<file path="config.mk">
export PLATFORM = sky130hd
export DESIGN_NAME = bit_string_set_table_unit
export DESIGN_NICKNAME = d
export VERILOG_FILES = /design/src/rtl/core/bst_pkg.sv /design/src/rtl/core/bst_mem.sv /design/src/rtl/core/bst_ctrl.sv /design/src/rtl/core/bit_string_set_table_unit.sv
export VERILOG_INCLUDE_DIRS = /design/src /design/src/rtl/core
export SDC_FILE = /design/constraint.sdc
export NUM_CORES = 2
export LEC_CHECK = 0
export ABC_CLOCK_PERIOD_IN_PS = 7000
export BUFFER_PORTS_ARGS = -buffer_cell sky130_fd_sc_hd__buf_4
export CAP_MARGIN = 10
export CORE_MARGIN = 10
export CORE_UTILIZATION = 45
export CTS_BUF_LIST = sky130_fd_sc_hd__clkbuf_16
export DETAILED_ROUTE_END_ITERATION = 6
export SYNTH_ARGS = -nofsm -noshare
export SYNTH_HDL_FRONTEND = slang
export SYNTH_HIERARCHICAL = 1
export SYNTH_SLANG_ARGS = --single-unit
</file>
<file path="constraint.sdc">
create_clock -name clk -period 7 [get_ports clk]
set_input_delay 1.05 -clock clk [delete_from_list [all_inputs] [get_ports clk]]
set_output_delay 1.05 -clock clk [all_outputs]
set_load 0.03 [all_outputs]
</file>
<file path="src/rtl/core/bit_string_set_table_unit_macros.svh">
// Assertion macros shared by the set table RTL.
`ifndef BIT_STRING_SET_TABLE_UNIT_MACROS_SVH
`define BIT_STRING_SET_TABLE_UNIT_MACROS_SVH

// The consequent holds in the same cycle as the antecedent.
`define BST_ASSERT_NOW(lbl, ante, cons, msg) \
    lbl: assert property (@(posedge clk) disable iff (!rst_n) (ante) |-> (cons)) else $error(msg);

// The consequent holds in the cycle after the antecedent.
`define BST_ASSERT_NEXT(lbl, ante, cons, msg) \
    lbl: assert property (@(posedge clk) disable iff (!rst_n) (ante) |=> (cons)) else $error(msg);

`endif

</file>
<file path="src/rtl/core/bst_pkg.sv">
// Package with codes, widths and the result type of the set table.
`default_nettype none

package bst_pkg;

    localparam int DEF_MAX_ELEMENTS = 64;
    localparam int DEF_ELEM_WIDTH   = 32;

    localparam int CMD_W   = 2;
    localparam int VAL_W   = 32;
    localparam int POS_W   = 7;
    localparam int STAT_W  = 3;
    localparam int COUNT_W = 7;

    localparam logic [CMD_W-1:0] CMD_INSERT = 2'd0;
    localparam logic [CMD_W-1:0] CMD_REMOVE = 2'd1;
    localparam logic [CMD_W-1:0] CMD_MEMBER = 2'd2;
    localparam logic [CMD_W-1:0] CMD_READ   = 2'd3;

    localparam logic [STAT_W-1:0] ST_OK        = 3'd0;
    localparam logic [STAT_W-1:0] ST_PRESENT   = 3'd1;
    localparam logic [STAT_W-1:0] ST_NOT_FOUND = 3'd2;
    localparam logic [STAT_W-1:0] ST_FULL      = 3'd3;
    localparam logic [STAT_W-1:0] ST_RANGE     = 3'd4;

    typedef struct packed {
        logic [STAT_W-1:0]  status;
        logic               found;
        logic [COUNT_W-1:0] element_count;
        logic [VAL_W-1:0]   read_data;
    } res_t;

endpackage

`default_nettype wire

</file>
<file path="src/rtl/core/bst_mem.sv">
// Single-port element store with a registered read.
`default_nettype none

module bst_mem #(
    parameter int DEPTH = 64,
    parameter int WIDTH = 32,
    parameter int AW    = 6
) (
    input  wire logic             clk,
    input  wire logic             en,
    input  wire logic             we,
    input  wire logic [AW-1:0]    addr,
    input  wire logic [WIDTH-1:0] wdata,
    output logic      [WIDTH-1:0] rdata
);

    logic [WIDTH-1:0] store_reg [DEPTH];
    logic [WIDTH-1:0] rdata_reg;

    always_ff @(posedge clk)
    begin
        if (en && we)
        begin
            store_reg[addr] <= wdata;
        end
        else if (en)
        begin
            rdata_reg <= store_reg[addr];
        end
    end

    assign rdata = rdata_reg;

endmodule

`default_nettype wire

</file>
<file path="src/rtl/core/bst_ctrl.sv">
// Command sequencer of the set table: search, append, gap closing and read.
`default_nettype none

module bst_ctrl #(
    parameter int MAX_ELEMENTS = 64,
    parameter int SW           = 32,
    parameter int AW           = 6,
    parameter int CNT_W        = 7
) (
    input  wire logic                        clk,
    input  wire logic                        rst_n,
    input  wire logic                        cmd_valid,
    output logic                             cmd_ready,
    input  wire logic [bst_pkg::CMD_W-1:0]   command,
    input  wire logic [bst_pkg::VAL_W-1:0]   element_value,
    input  wire logic [bst_pkg::POS_W-1:0]   position,
    output logic                             res_vld,
    input  wire logic                        res_rdy,
    output bst_pkg::res_t                    res,
    output logic                             mem_en,
    output logic                             mem_we,
    output logic      [AW-1:0]               mem_addr,
    output logic      [SW-1:0]               mem_wdata,
    input  wire logic [SW-1:0]               mem_rdata
);
    import bst_pkg::*;

    localparam int CMP_W = (CNT_W > POS_W) ? CNT_W : POS_W;

    localparam logic [2:0] S_IDLE   = 3'd0;
    localparam logic [2:0] S_SEARCH = 3'd1;
    localparam logic [2:0] S_SHR    = 3'd2;
    localparam logic [2:0] S_SHW    = 3'd3;
    localparam logic [2:0] S_RDW    = 3'd4;
    localparam logic [2:0] S_DONE   = 3'd5;

    logic [2:0]        state_reg, state_next;
    logic [CMD_W-1:0]  cmd_reg, cmd_next;
    logic [SW-1:0]     val_reg, val_next;
    logic [CNT_W-1:0]  count_reg, count_next;
    logic [CNT_W-1:0]  idx_reg, idx_next;
    logic [CNT_W-1:0]  cmp_idx_reg, cmp_idx_next;
    logic              cmp_vld_reg, cmp_vld_next;
    logic [STAT_W-1:0] status_reg, status_next;
    logic              found_reg, found_next;
    logic [SW-1:0]     data_reg, data_next;

    logic [CNT_W-1:0]   idx_inc;
    logic               hit;
    logic               pos_ok;
    logic [CNT_W+6:0]   count_ext;

    assign idx_inc = idx_reg + CNT_W'(1);
    assign hit     = cmp_vld_reg && (mem_rdata == val_reg);
    assign pos_ok  = (position != '0) && (CMP_W'(position) <= CMP_W'(count_reg));

    always_comb
    begin
        state_next   = state_reg;
        cmd_next     = cmd_reg;
        val_next     = val_reg;
        count_next   = count_reg;
        idx_next     = idx_reg;
        cmp_idx_next = cmp_idx_reg;
        cmp_vld_next = 1'b0;
        status_next  = status_reg;
        found_next   = found_reg;
        data_next    = data_reg;
        mem_en       = 1'b0;
        mem_we       = 1'b0;
        mem_addr     = idx_reg[AW-1:0];
        mem_wdata    = val_reg;
        cmd_ready    = 1'b0;
        res_vld      = 1'b0;

        unique case (state_reg)
            S_IDLE:
            begin
                cmd_ready = 1'b1;
                if (cmd_valid)
                begin
                    cmd_next    = command;
                    val_next    = element_value[SW-1:0];
                    idx_next    = '0;
                    found_next  = 1'b0;
                    status_next = ST_OK;
                    data_next   = '0;
                    if (command == CMD_READ)
                    begin
                        if (pos_ok)
                        begin
                            mem_en     = 1'b1;
                            mem_addr   = AW'(position - POS_W'(1));
                            state_next = S_RDW;
                        end
                        else
                        begin
                            status_next = ST_RANGE;
                            state_next  = S_DONE;
                        end
                    end
                    else
                    begin
                        state_next = S_SEARCH;
                    end
                end
            end
            S_SEARCH:
            begin
                if (hit)
                begin
                    found_next = 1'b1;
                    unique case (cmd_reg)
                        CMD_INSERT:
                        begin
                            status_next = ST_PRESENT;
                            state_next  = S_DONE;
                        end
                        CMD_REMOVE:
                        begin
                            idx_next   = cmp_idx_reg;
                            state_next = S_SHR;
                        end
                        default:
                        begin
                            state_next = S_DONE;
                        end
                    endcase
                end
                else if (idx_reg < count_reg)
                begin
                    // Reads are issued back to back; each compare lands in the cycle after its read.
                    mem_en       = 1'b1;
                    mem_addr     = idx_reg[AW-1:0];
                    idx_next     = idx_inc;
                    cmp_idx_next = idx_reg;
                    cmp_vld_next = 1'b1;
                end
                else
                begin
                    state_next = S_DONE;
                    if (cmd_reg == CMD_INSERT)
                    begin
                        if (count_reg == CNT_W'(MAX_ELEMENTS))
                        begin
                            status_next = ST_FULL;
                        end
                        else
                        begin
                            mem_en     = 1'b1;
                            mem_we     = 1'b1;
                            mem_addr   = count_reg[AW-1:0];
                            count_next = count_reg + CNT_W'(1);
                        end
                    end
                    else
                    begin
                        status_next = ST_NOT_FOUND;
                    end
                end
            end
            S_SHR:
            begin
                if (idx_inc < count_reg)
                begin
                    mem_en     = 1'b1;
                    mem_addr   = idx_inc[AW-1:0];
                    state_next = S_SHW;
                end
                else
                begin
                    count_next = count_reg - CNT_W'(1);
                    state_next = S_DONE;
                end
            end
            S_SHW:
            begin
                mem_en     = 1'b1;
                mem_we     = 1'b1;
                mem_addr   = idx_reg[AW-1:0];
                mem_wdata  = mem_rdata;
                idx_next   = idx_inc;
                state_next = S_SHR;
            end
            S_RDW:
            begin
                data_next  = mem_rdata;
                state_next = S_DONE;
            end
            S_DONE:
            begin
                res_vld = 1'b1;
                if (res_rdy)
                begin
                    state_next = S_IDLE;
                end
            end
            default:
            begin
                state_next = S_IDLE;
            end
        endcase
    end

    always_ff @(posedge clk or negedge rst_n)
    begin
        if (!rst_n)
        begin
            state_reg   <= S_IDLE;
            count_reg   <= '0;
            cmp_vld_reg <= 1'b0;
        end
        else
        begin
            state_reg   <= state_next;
            count_reg   <= count_next;
            cmp_vld_reg <= cmp_vld_next;
        end
    end

    always_ff @(posedge clk)
    begin
        cmd_reg     <= cmd_next;
        val_reg     <= val_next;
        idx_reg     <= idx_next;
        cmp_idx_reg <= cmp_idx_next;
        status_reg  <= status_next;
        found_reg   <= found_next;
        data_reg    <= data_next;
    end

    assign count_ext         = {7'd0, count_reg};
    assign res.status        = status_reg;
    assign res.found         = found_reg;
    assign res.element_count = count_ext[COUNT_W-1:0];
    assign res.read_data     = VAL_W'(data_reg);

endmodule

`default_nettype wire

</file>
<file path="src/rtl/core/bit_string_set_table_unit.sv">
// Top level of the ordered set table: command channel, result register and element store.
//
// The command channel (cmd_valid, cmd_stall) carries one transaction per command:
// insert, remove, member query or read by 1-based position. Each command gives
// exactly one result transaction on the result channel (res_valid, res_stall)
// with a status, a found flag, the element count after the command and read data.
// The elements live in a single-port memory with a registered read. Commands are
// handled one at a time; the memory port sets the time per command. A member query
// or an insert searches the stored elements, a read does a single memory read, and
// a remove searches up to the element and then moves each later element down to
// close the gap, with a read and a write for each. The next command is accepted in
// the cycle after the result register loads, and the next command is accepted
// while the finished result waits. cmd_stall is high while a command is in
// progress; a result held by res_stall holds back only the following result.
// Reset empties the set at once; no memory clearing pass is needed because only
// entries below the element count are ever read.
`default_nettype none

module bit_string_set_table_unit #(
    parameter int MAX_ELEMENTS = bst_pkg::DEF_MAX_ELEMENTS,
    parameter int ELEM_WIDTH   = bst_pkg::DEF_ELEM_WIDTH
) (
    input  wire logic                          clk,
    input  wire logic                          rst_n,
    input  wire logic                          cmd_valid,
    output logic                               cmd_stall,
    input  wire logic [bst_pkg::CMD_W-1:0]     command,
    input  wire logic [bst_pkg::VAL_W-1:0]     element_value,
    input  wire logic [bst_pkg::POS_W-1:0]     position,
    output logic                               res_valid,
    input  wire logic                          res_stall,
    output logic      [bst_pkg::STAT_W-1:0]    status,
    output logic                               found,
    output logic      [bst_pkg::COUNT_W-1:0]   element_count,
    output logic      [bst_pkg::VAL_W-1:0]     read_data
);
    import bst_pkg::*;

    // Only the low bits that both the element width and the input field carry matter.
    localparam int SW    = (ELEM_WIDTH < VAL_W) ? ELEM_WIDTH : VAL_W;
    localparam int AW    = (MAX_ELEMENTS > 1) ? $clog2(MAX_ELEMENTS) : 1;
    localparam int CNT_W = $clog2(MAX_ELEMENTS + 1);

    logic          cmd_ready;
    logic          res_vld;
    logic          res_rdy;
    res_t          res;
    logic          mem_en;
    logic          mem_we;
    logic [AW-1:0] mem_addr;
    logic [SW-1:0] mem_wdata;
    logic [SW-1:0] mem_rdata;

    logic          out_vld_reg, out_vld_next;
    res_t          out_reg;

    bst_mem #(
        .DEPTH (MAX_ELEMENTS),
        .WIDTH (SW),
        .AW    (AW)
    ) u_mem (
        .clk   (clk),
        .en    (mem_en),
        .we    (mem_we),
        .addr  (mem_addr),
        .wdata (mem_wdata),
        .rdata (mem_rdata)
    );

    bst_ctrl #(
        .MAX_ELEMENTS (MAX_ELEMENTS),
        .SW           (SW),
        .AW           (AW),
        .CNT_W        (CNT_W)
    ) u_ctrl (
        .clk           (clk),
        .rst_n         (rst_n),
        .cmd_valid     (cmd_valid),
        .cmd_ready     (cmd_ready),
        .command       (command),
        .element_value (element_value),
        .position      (position),
        .res_vld       (res_vld),
        .res_rdy       (res_rdy),
        .res           (res),
        .mem_en        (mem_en),
        .mem_we        (mem_we),
        .mem_addr      (mem_addr),
        .mem_wdata     (mem_wdata),
        .mem_rdata     (mem_rdata)
    );

    assign cmd_stall = !cmd_ready;

    // The output register takes a new result when it is empty or being drained.
    assign res_rdy = !out_vld_reg || !res_stall;

    always_comb
    begin
        out_vld_next = out_vld_reg;
        if (res_vld && res_rdy)
        begin
            out_vld_next = 1'b1;
        end
        else if (!res_stall)
        begin
            out_vld_next = 1'b0;
        end
    end

    always_ff @(posedge clk or negedge rst_n)
    begin
        if (!rst_n)
        begin
            out_vld_reg <= 1'b0;
        end
        else
        begin
            out_vld_reg <= out_vld_next;
        end
    end

    always_ff @(posedge clk)
    begin
        if (res_vld && res_rdy)
        begin
            out_reg <= res;
        end
    end

    assign res_valid     = out_vld_reg;
    assign status        = out_reg.status;
    assign found         = out_reg.found;
    assign element_count = out_reg.element_count;
    assign read_data     = out_reg.read_data;

`include "bit_string_set_table_unit_macros.svh"

    // A result handed over by the sequencer shows up on the result channel next cycle.
    `BST_ASSERT_NEXT(a_res_lands, res_vld && res_rdy, res_valid, "result lost in output register")
    // An accepted command keeps the command channel stalled in the cycle after it is taken.
    `BST_ASSERT_NEXT(a_busy_after_accept, cmd_valid && !cmd_stall, cmd_stall, "command not held busy")
    // Found is set only for a present element on insert, remove or member.
    `BST_ASSERT_NOW(a_found_status, res_valid && found, status == ST_OK || status == ST_PRESENT, "found with bad status")
    // A read outside the set returns zero data.
    `BST_ASSERT_NOW(a_range_zero, res_valid && status == ST_RANGE, read_data == '0 && !found, "range error with data")

endmodule

`default_nettype wire
</file>
==> results.txt <==
The post-detailed-route DRC marker count is 0. The flip-flop count of the largest register, all copies and words added came out at 2048. The clock reaches the later pin of the worst-skew pair after 0.88 ns. The run finished with clean final reports. The global placer's final weighted congestion came out at 0.8803. In this run the clock root is driven by a sky130_fd_sc_hd__clkbuf_16.

The layer flagged by global routing as most heavily used is met2. The clock buffer count from CTS is 216. The net switching power is between 0.015 and 0.02 W. Once detail routing completed, the nets flagged for antenna violations numbered 0. The sequential cell area fraction in the yosys report came out at 78.04%. Setup repair after global routing left no endpoint under its margin.

The initial core utilization came out at 45.33%. The cell count after placement is between 7000 and 8000. In this run, post-CTS repair resized a total of 0 instances. The worst-case clock buffer depth came out at 3. The switching power share of the total is around 40%. The die covers 0.2074 sq mm. For this design the static power due to leakage is around 31 nW. The number of antenna violations at the first check in global routing came out at 25. The maximum clock rate is 146.2 MHz.

The HPWL after detailed placement is about 150000 um. The flip-flop and latch count after synthesis is 2219. The post-CTS setup buffer count is 0. The first routing iteration left approximately 6600 violations.

In this run the vertical extent of the chip is 455.4 um. The launching point of the worst reg2reg path is u_ctrl/count_reg[4]. Per report_power, the clock group accounts for 24.3% of the total. Counting flops with an async set or reset pin after synthesis yields a share of 0.5408%. The overall routing resource usage is a little under a quarter.

The synthesized cell area came out at 0.08531 sq mm. For this run, the leading register cell type out of synthesis is sky130_fd_sc_hd__edfxtp_1. The critical path is of the flip-flop to flip-flop type. The count of warnings emitted by yosys came out at 6.

Data arrives at the worst endpoint at 7.46 ns. The transition time at the pin with the least slew margin is approximately 1.1 ns. The global routing usage on met1 is 32.64%.

The number of global-route vias before repair came to ~48000. The type of the most critical hold path is primary input to flip-flop. Cell internal power was estimated by the tool at ~0.027 W. The final count of hold timing violations was 0.

A synthesized cell averages 17.24 sq um. The proportion of netlist area held by the largest area contributor is just under 80%. The final setup TNS came out at 0 ns. The relative area change from synthesis to final layout came out at 14.69%. The H-tree depth reported by CTS is 4. Of all cell types, the one taking the most synthesized area is sky130_fd_sc_hd__edfxtp_1.

The proportion of layout cells with a drive suffix above 1 is 16.98%. The overall die width came out at between 400 and 500 um. Detailed routing inserted a total of around 50000 vias. The startpoint identified for the worst hold timing path is element_value[28]. The normalized max-slew margin is 23.24%. For this design the top-level I/O count stands at 90.

In the post-synthesis netlist, the cell with the most instances is sky130_fd_sc_hd__edfxtp_1. The clock-pin slew of the registers on the worst-case setup and hold paths came out at 0.06 ns. In this run the tool buffered the top-level ports with 89 buffer cells.

The top fanout value on the critical path came out at 47. The final worst clock skew came out at 0.04809 ns. The portion of total power attributed to combinational logic came out at just over 40%. For met2 alone, demand over resource in global routing was 37.49%. The max-slew violation count is 0.

The synthesized net count came out at 5020. The total overflow left after global routing is 0. The startpoint type of the worst setup path is a flip-flop. The floorplan has 159 rows. Using the TritonRoute via totals, the vias-per-cell ratio works out to 6.331.

After technology mapping, the gate count stands at between 4000 and 5000. The slack of the worst reg-to-reg path came out at 0.16 ns. The largest voltage drop on the vdd net came out at 0.5327 mV. The post-route clock period utilization is 97.69%. The clock drives 2219 sinks.

At the worst endpoint, the required time is 7.62 ns. The maximum number of pins on one net before global-route repair is ~120. The met3 global-route usage came out at 4.086%. The overall power after layout came out at 0.04554 W.

Dividing the detail-routed wire length by the instance count gives 31.98 um. The start point of the critical path is u_ctrl/count_reg[4]. The floorplan core area is 0.1882 sq mm. The power per cell area is ~470 mW/mm^2. For this run, the number of standard cells in the final layout without fillers is 7903. Ranked by instance count, the synthesized netlist is headed by sky130_fd_sc_hd__edfxtp_1, sky130_fd_sc_hd__a22oi_1, sky130_fd_sc_hd__mux2i_1. The worst setup path is captured at a flip-flop. The wire length of the first global-routing pass is 358300 um. The filler cells instantiated in the layout total 15215.

The total routed wirelength is between 200000 and 300000 um. Ranked by total cell area, the synthesized netlist is headed by sky130_fd_sc_hd__edfxtp_1, sky130_fd_sc_hd__a22oi_1, sky130_fd_sc_hd__mux2i_1. The total of endpoints with negative setup slack in the final report is 0. The minimum clock period after layout is around 6.8 ns. The share of the core filled with cells is 51.99%. The total number of nets in the final design came out at 5296.

Per report_power, the sequential group accounts for a little over a third of the total. The number of detailed-route iterations in the first pass came out at 6. The number of enable-type register cells in the synthesized netlist came out at between 2000 and 2500. The number of distinct library cell variants in the gate-level netlist after synthesis is 83.

The CTS tree is yes. Max-cap violations in this run came to 0.
## worst paths after layout
path / depth (start not counted) / end
setup / recovery: 17 / u_mem/rdata[17]
hold / removal: 1 / u_ctrl/val_reg[28]
setup reg to reg: 17 / u_mem/rdata[17]
hold reg to reg: 0 / read_data[16]
max in group asynchronous: 2 / u_ctrl/count_reg[4]
min in group asynchronous: 2 / res_valid
## logic make-up after synthesis
group           Yosys count  synth area share, %
compound gates         1361                11.57
xor+xnor                 44               0.4517
fa+ha+maj                28               0.4195
buf+inv                 373                1.868
flops                  2219                78.04
mux                     359                4.481
simple gates            563                3.177
## power by group through the flow
stage	Clock [W]	Sequential (W)	Combinational [W]
6_report	0.0110	0.0162	0.0183
5_1_grt	0.0117	0.0162	0.0191
4_1_cts	0.0112	0.0162	0.0181
3_5_place_dp	0	0.0164	0.0180
3_3_place_gp	0	0.0164	0.0180
2_1_floorplan	0	0.0163	0.00995
## cell usage in the layout, fill, tap and decap left out, types with 18 or more instances in the layout
master                      count
sky130_fd_sc_hd__o221ai_1      22
sky130_fd_sc_hd__mux2_2       103
sky130_fd_sc_hd__clkinv_2      35
sky130_fd_sc_hd__nand2_1      142
sky130_fd_sc_hd__o22a_1        31
sky130_fd_sc_hd__edfxtp_1    2207
sky130_fd_sc_hd__mux2i_1      248
sky130_fd_sc_hd__ha_1          27
sky130_fd_sc_hd__nor2_1       107
sky130_fd_sc_hd__o22ai_1      240
sky130_fd_sc_hd__a211o_1       18
sky130_fd_sc_hd__inv_1         81
sky130_fd_sc_hd__clkbuf_16    216
sky130_fd_sc_hd__a31oi_1       45
sky130_fd_sc_hd__a21oi_1       86
sky130_fd_sc_hd__xnor2_1       37
sky130_fd_sc_hd__nor3_1        58
sky130_fd_sc_hd__a221oi_1     166
sky130_fd_sc_hd__clkinv_1      56
sky130_fd_sc_hd__a311oi_1      18
sky130_fd_sc_hd__a22oi_1      477
sky130_fd_sc_hd__a22o_1        33
sky130_fd_sc_hd__and2_1        37
sky130_fd_sc_hd__o21ai_0      110
sky130_fd_sc_hd__buf_4        368
sky130_fd_sc_hd__buf_12        32
sky130_fd_sc_hd__nor2_4        70
sky130_fd_sc_hd__or3_1         30
## area by class of cell
type | count | area [sq um] | share of cell area, %
flip-flops and latches | 2219 | 66570 | 68.04
multi-input cells | 2355 | 17820 | 18.22
clock buffers | 216 | 5405 | 5.525
repair buffers | 401 | 3413 | 3.489
well taps | 2495 | 3122 | 3.191
clock inverters | 175 | 1359 | 1.389
inverters | 30 | 113.9 | 0.1164
diodes | 12 | 30.03 | 0.03069
## worst max-delay path, stage by stage, from the launching register on
cell	delay (ns)
sky130_fd_sc_hd__dfrtp_1	0.49
sky130_fd_sc_hd__inv_1	0.20
sky130_fd_sc_hd__ha_1	0.33
sky130_fd_sc_hd__a21oi_1	0.18
sky130_fd_sc_hd__nor2_1	0.08
sky130_fd_sc_hd__a211o_1	0.27
sky130_fd_sc_hd__o22a_1	0.26
sky130_fd_sc_hd__nor2_2	0.27
sky130_fd_sc_hd__a311oi_1	0.13
sky130_fd_sc_hd__o311ai_4	0.70
sky130_fd_sc_hd__clkinv_2	0.67
sky130_fd_sc_hd__nand2_2	0.30
sky130_fd_sc_hd__buf_12	0.29
sky130_fd_sc_hd__buf_4	0.25
sky130_fd_sc_hd__o22ai_1	0.11
sky130_fd_sc_hd__a311oi_1	0.78
sky130_fd_sc_hd__o221ai_1	0.68
sky130_fd_sc_hd__or3_1	0.53
## layer usage
layer / routed length (um) / up-vias
li1: - / 20965
met1: 100300 / 25770
met2: 119800 / 2839
met3: 24160 / 449
met4: 8367 / 10
met5: 60 / -
## per-stage QoR
| stage | hold WS [ns] | cell area (sq um) | setup slack, ns |
|---|---|---|---|
| after global routing | 0.3237 | 97830 | 0.06838 |
| after detailed placement | 0.4045 | 91030 | -0.2438 |
| after CTS | 0.3063 | 97810 | 0.2199 |
| final | 0.3542 | 97840 | 0.1614 |
| after global placement | 0.4011 | 91010 | -0.2627 |
| after floorplan | 0.4003 | 85310 | 0.8347 |
## timing repair
| action | CTS | global route |
|---|---|---|
| hold buffers | 1 | 0 |
| endpoints found under the hold margin | 12 | 0 |
| endpoints found under the setup margin | 0 | 0 |
No activity file was read; power rests on OpenSTA's default activity.
